<file path="src/hdl/seq_pkg.sv">
// Shared types, codes and the key compare for the sorted event queue.
// Used by seq_cell and sorted_event_queue; depends on nothing else.
package seq_pkg;

  localparam int SEQ_CAPACITY = 64;

  localparam int TIME_W = 32;
  localparam int PRIO_W = 8;
  localparam int SERV_W = 32;
  localparam int OCC_W  = 7;
  localparam int STAT_W = 2;

  localparam logic KIND_INSERT = 1'b0;
  localparam logic KIND_POP    = 1'b1;

  localparam logic [STAT_W-1:0] ST_DONE  = 2'd0;
  localparam logic [STAT_W-1:0] ST_FULL  = 2'd1;
  localparam logic [STAT_W-1:0] ST_EMPTY = 2'd2;

  typedef struct packed {
    logic [TIME_W-1:0] event_time;
    logic [PRIO_W-1:0] priority_req;
    logic [SERV_W-1:0] service_time;
  } entry_t;

  typedef struct packed {
    logic              kind;
    logic [TIME_W-1:0] event_time;
    logic [PRIO_W-1:0] priority_req;
    logic [SERV_W-1:0] service_time;
  } in_req_t;

  typedef struct packed {
    logic [STAT_W-1:0] status;
    logic [TIME_W-1:0] head_time;
    logic [PRIO_W-1:0] head_priority;
    logic [SERV_W-1:0] head_service;
    logic [OCC_W-1:0]  occupancy;
  } out_rsp_t;

  // chain-wide control, same for every cell
  typedef struct packed {
    logic insert;
    logic pop;
  } cell_ctl_t;

  // true when key of a sorts strictly before key of b
  function automatic logic key_before(entry_t a, entry_t b);
    logic t_lt;
    logic t_eq;
    t_lt = a.event_time < b.event_time;
    t_eq = a.event_time == b.event_time;
    return t_lt || (t_eq && (a.priority_req < b.priority_req));
  endfunction

endpackage

</file>
<file path="src/hdl/seq_cell.sv">
// One slot of the sorted chain: holds an entry, compares it with the new key
// and shifts with its neighbors. Depends on seq_pkg.
module seq_cell
  import seq_pkg::*;
(
  input  logic      clk,
  input  cell_ctl_t ctl,
  input  entry_t    new_entry,
  input  logic      occupied,
  input  entry_t    left_entry,
  input  logic      left_ge,
  input  entry_t    right_entry,
  output entry_t    entry,
  output logic      ge
);

  entry_t entry_r;
  entry_t entry_nxt;

  // empty slots always sit behind the new key
  assign ge = !occupied || !key_before(entry_r, new_entry);

  always_comb begin
    entry_nxt = entry_r;
    if (ctl.insert) begin
      if (left_ge) begin
        entry_nxt = left_entry;
      end else if (ge) begin
        entry_nxt = new_entry;
      end
    end else if (ctl.pop) begin
      entry_nxt = right_entry;
    end
  end

  always_ff @(posedge clk) begin
    entry_r <= entry_nxt;
  end

  assign entry = entry_r;

endmodule

</file>
<file path="config.mk">
export PLATFORM = sky130hd
export DESIGN_NAME = seq_cell
export DESIGN_NICKNAME = d
export VERILOG_FILES = /design/src/hdl/seq_pkg.sv /design/src/hdl/seq_cell.sv
export SDC_FILE = /design/constraint.sdc
export NUM_CORES = 1
export LEC_CHECK = 0
export BUFFER_PORTS_ARGS = -buffer_cell sky130_fd_sc_hd__buf_2
export CAP_MARGIN = 0
export CORE_MARGIN = 4
export CORE_UTILIZATION = 39
export DETAILED_ROUTE_END_ITERATION = 6
export GPL_ROUTABILITY_DRIVEN = 0
export PLACE_DENSITY = 0.76
export SYNTH_ARGS = -nofsm -noshare
export SYNTH_HDL_FRONTEND = slang
export SYNTH_SLANG_ARGS = --single-unit
</file>
<file path="constraint.sdc">
create_clock -name clk -period 5.29 [get_ports clk]
set_input_delay 0.529 -clock clk [delete_from_list [all_inputs] [get_ports clk]]
set_output_delay 0.529 -clock clk [all_outputs]
set_load 0.01 [all_outputs]
</file>
After elaboration in Yosys (flattened, before gate mapping)

Cells that the tools add are included.

Flip-flop bits (word level): 72
Logic and storage cells: 18
Output and inout bits: 73

Reductions and logical operators: 7
Muxes and demuxes: 4
Magnitude comparators: 2
Equal/unequal tests: 2

Operators by type and width:

| operator                                                         | number |
|---|---|
| 72-bit two-way mux                                               | 4 |
| 32-bit equality test                                             | 1 |
| 32-bit less-than comparator                                      | 1 |
| 8-bit less-than comparator                                       | 1 |
| 3-bit by 1-bit != test with 1-bit output (second input constant) | 1 |
| 1-bit logical NOT                                                | 2 |
| 1-bit logical OR                                                 | 2 |
| 2-bit AND reduction                                              | 1 |
| 2-bit nonzero test                                               | 1 |
| 1-bit logical AND                                                | 1 |

Logic depth before layout (Yosys ltp)

Depth after elaboration: 8
Depth in mapped cells: 7
Mapped depth without buffers: 7

Least setup slack after synthesis

Ideal clock, no wire load.

Path kind: input -> register
Start: input new_entry[54] (netlist bit)
End: register entry_r, in the netlist entry[0] (enable)
Arrival: 5085 ps
Stages on the path: 7
Path slack: -321 ps
Cell sequence: inv_1 > ha_1 > nand4_1 > nor4_1 > a21boi_0 > o31ai_1 > a21oi_1

Longest elaborated chain between the ends: 7

Ends and longest elaborated chain:

| element                                                             | RTL line       | text |
|---|---|---|
| start, declared                                                     | seq_cell.sv:8  | `input entry_t new_entry,` |
| branches (longest 2 deep; another with 32-bit less-than comparator) | n/a            |  |
| 1-bit logical OR (*)                                                | seq_pkg.sv:53  | `return t_lt \|\| (t_eq && (a.priority_req < b.priority_req));` |
| 1-bit logical NOT (*)                                               | seq_cell.sv:21 | `assign ge = !occupied \|\| !key_before(entry_r, new_entry);` |
| 1-bit logical OR (*)                                                | seq_cell.sv:21 |  |
| 3-bit by 1-bit != test with 1-bit output (no line) (*)              | n/a            |  |
| 2-bit AND reduction (no line) (*)                                   | n/a            |  |
| end signal, assigned                                                | seq_cell.sv:37 | `entry_r <= entry_nxt;` |
| end, declared                                                       | seq_cell.sv:17 | `entry_t entry_r;` |

Mark *: on every way between the ends.
A chain may end at the register's enable or synchronous reset.

Final worst setup path

Start: register entry_r, in the netlist entry[55]
End: output ge

Longest elaborated chain between the ends: 5

Ends and longest elaborated chain:

| element                                                             | RTL line       | text |
|---|---|---|
| branches (longest 2 deep; another with 32-bit less-than comparator) | n/a            |  |
| 1-bit logical OR (*)                                                | seq_pkg.sv:53  |  |
| 1-bit logical NOT (*)                                               | seq_cell.sv:21 |  |
| 1-bit logical OR (*)                                                | seq_cell.sv:21 |  |
| end, declared                                                       | seq_cell.sv:14 | `output logic ge` |

Marked as above.

==> flow_summary.json <==
{
  "grtUsageTotal_pct": 19.93,
  "arrival_ns": 2.49,
  "cts_setup_buffers": 0,
  "coreArea_mm2": 0.01156,
  "status": "completed",
  "num_io_pins": 294,
  "min_from": "right_entry[40]",
  "fin_ws_ns": 2.267,
  "cts_tree": "yes",
  "synth.ff_latch_count": 72,
  "netlist_area_mm2": 0.004683,
  "syn_nets": 717,
  "ys_types": 35,
  "period_needed_ns": 3.023,
  "hold_path_depth": 3,
  "fp.dieH_um": 117.6,
  "syn_inst": 457,
  "drv_cap": 0,
  "hp-class": "in2reg",
  "drive_gt1_share_pct": 42.49,
  "largest_reg_flops": 72,
  "cts.sink_count": 72,
  "ctsResizeCount": 0,
  "htreeDepth": 3,
  "ir_worst_vdd_mv": 0.1173,
  "cp-start-kind": "flop",
  "io_buffer_count": 293,
  "ant_nets": 0,
  "ys.warnings.count": 0,
  "hold_violations": 0,
  "synthFlopType": "edfxtp_1",
  "finalSetupViolCount": 0,
  "antenna_found_initial": 0,
  "drv_slew": 0,
  "drt-vias-per-instance": 5.001,
  "slew-limit-headroom_pct": 53.24,
  "routed_wl_um": 14220,
  "fin_nets": 1001,
  "syn2layout_area_growth_pct": 39.14,
  "hold_end": "entry[40]",
  "reg2reg_to": "entry[21]",
  "antennaDiodeCount": 0,
  "grt_max_degree": 81,
  "crit_type": "reg2out",
  "die-area_mm2": 0.01383,
  "drtIter0Drc": 160,
  "drc_errors": 0,
  "grt_pass1_vias": 4553,
  "worst_clock_skew_ns": 0.005818,
  "power.density_mw_per_mm2": 254.1,
  "die_width_um": 117.6,
  "cp.required_ns": 4.76,
  "yosysSeqAreaShare_pct": 46.17,
  "cts_hold_buf": 0,
  "via_count": 4446,
  "grt_pass1_wl_um": 22270,
  "avgSynthCellArea_um2": 10.25,
  "firstDrtPassIters": 4,
  "leakage_nw": 3.322,
  "rsz0062_at_grt": "false",
  "clockBufferDepth": 2,
  "fmax_mhz": 330.8,
  "worst-r2r-setup-slack_ns": 2.53,
  "rr_worst_depth": 7,
  "dp_slack_ns": 2.260,
  "initial_core_util_pct": 40.50,
  "end_kind": "primary output",
  "clkLatencyLatePin_ns": 0.32,
  "overflow": 0,
  "wl_per_cell_um": 16.00,
  "synth_edf_count": 72,
  "critical_path.max_fanout": 3,
  "fin_setup_tns_ns": 0,
  "cts-buffers-inserted": 9,
  "dp_hpwl_um": 11640,
  "reg2reg_from": "entry[55]",
  "cts_root_buffer": "clkbuf_16",
  "async_reset_ff_share_pct": 0,
  "rows": 39,
  "clk_pin_slew_ns": 0.06,
  "worst_pin_slew_ns": 0.7014,
  "finalCritPeriodShare_pct": 57.15
}
[where the power goes]
part,switching (W),internal [W]
registers,0.0000249,0.000703
clock network,0.000213,0.000310
logic,0.000218,0.000187
total,0.000456,0.00120
[metrics by stage]
step                 power, W  hold slack, ns  util [%]  area, µm²  cells
floorplan           0.0009510          0.7546         -       4687    457
global placement     0.001132          0.8475     54.14       6261    873
detailed placement   0.001147          0.8518     54.14       6261    873
CTS                  0.001679          0.5095     56.35       6516    889
global route         0.001751          0.5209     56.35       6516    889
finish               0.001655          0.5264     56.35       6516    889
[area by class of cell]
| class | count | area [µm²] |
|---|---|---|
| clock inverters | 6 | 26.28 |
| clock buffers | 10 | 229.0 |
| inverters | 40 | 150.1 |
| fillers | 1004 | 5049 |
| repair buffers | 297 | 1501 |
| flip-flops and latches | 72 | 2162 |
| multi-input cells | 321 | 2268 |
| well taps | 143 | 178.9 |
[logic make-up (layout without fill, tap and decap cells)]
group           Yosys count  in the layout  synth area share [%]
flops                    72             72                 46.17
fa+ha+maj                39             39                 10.42
buf+inv                  64            353                 5.637
simple gates            106            106                 10.29
compound gates          104            104                 12.10
mux                      72             72                 15.39
[worst max path at each step]
stage,startpoint,end,slack [ns],depth (start not counted)
floorplan,new_entry[54],entry[0],1.15,7
global placement,new_entry[70],entry[13],2.37,9
detailed placement,new_entry[54],entry[20],2.26,9
CTS,entry[55],ge,2.23,7
global route,entry[55],ge,2.01,7
finish,entry[55],ge,2.27,7
[cells in the final DEF (no fill, tap or decap), types with 2 or more instances in the layout]
master	Yosys	routed
and3_1	2	2
a21oi_1	87	86
buf_2	7	291
inv_1	40	40
edfxtp_1	72	72
clkinv_2	0	3
buf_4	0	6
clkinv_1	0	3
ha_1	39	39
and4_4	2	2
a221o_1	2	2
nand3_1	2	2
nor2_1	78	78
mux2i_1	72	72
a21o_1	2	2
nand2_1	7	7
nand4_1	6	6
clkbuf_16	0	9
o21ai_0	5	5
[critical path: stages (launching register included)]
cell and delay, ns:
edfxtp_1 0.42, ha_1 0.34, nand4_1 0.18, nor4_1 0.45
o21ai_0 0.22, nor4b_1 0.33, a31oi_1 0.06, buf_2 0.17
[per-layer routing]
layer	vias up	global-route usage (%)	wire [µm]
met3	21	6.679	1320
met5	-	0	0
met2	211	36.92	7280
li1	2223	-	-
met4	0	7.033	255
met1	1991	21.00	5367
[synthesized netlist by cell type, types with 2 or more instances]
master     n  area share (%)
o21ai_0    5            0.53
nand2_1    7            0.56
ha_1      39              10
buf_2      7            0.75
nand3_1    2            0.21
buf_1      5            0.40
inv_1     40             3.2
and3_1     2            0.27
clkbuf_1  10            0.80
mux2i_1   72              15
a221o_1    2            0.43
and4_4     2            0.48
a21oi_1   87             9.3
nor2_1    78             6.3
buf_6      2            0.48
edfxtp_1  72              46
a21o_1     2            0.32
nand4_1    6            0.80
Note: power is estimated with default switching activity, not from simulation.
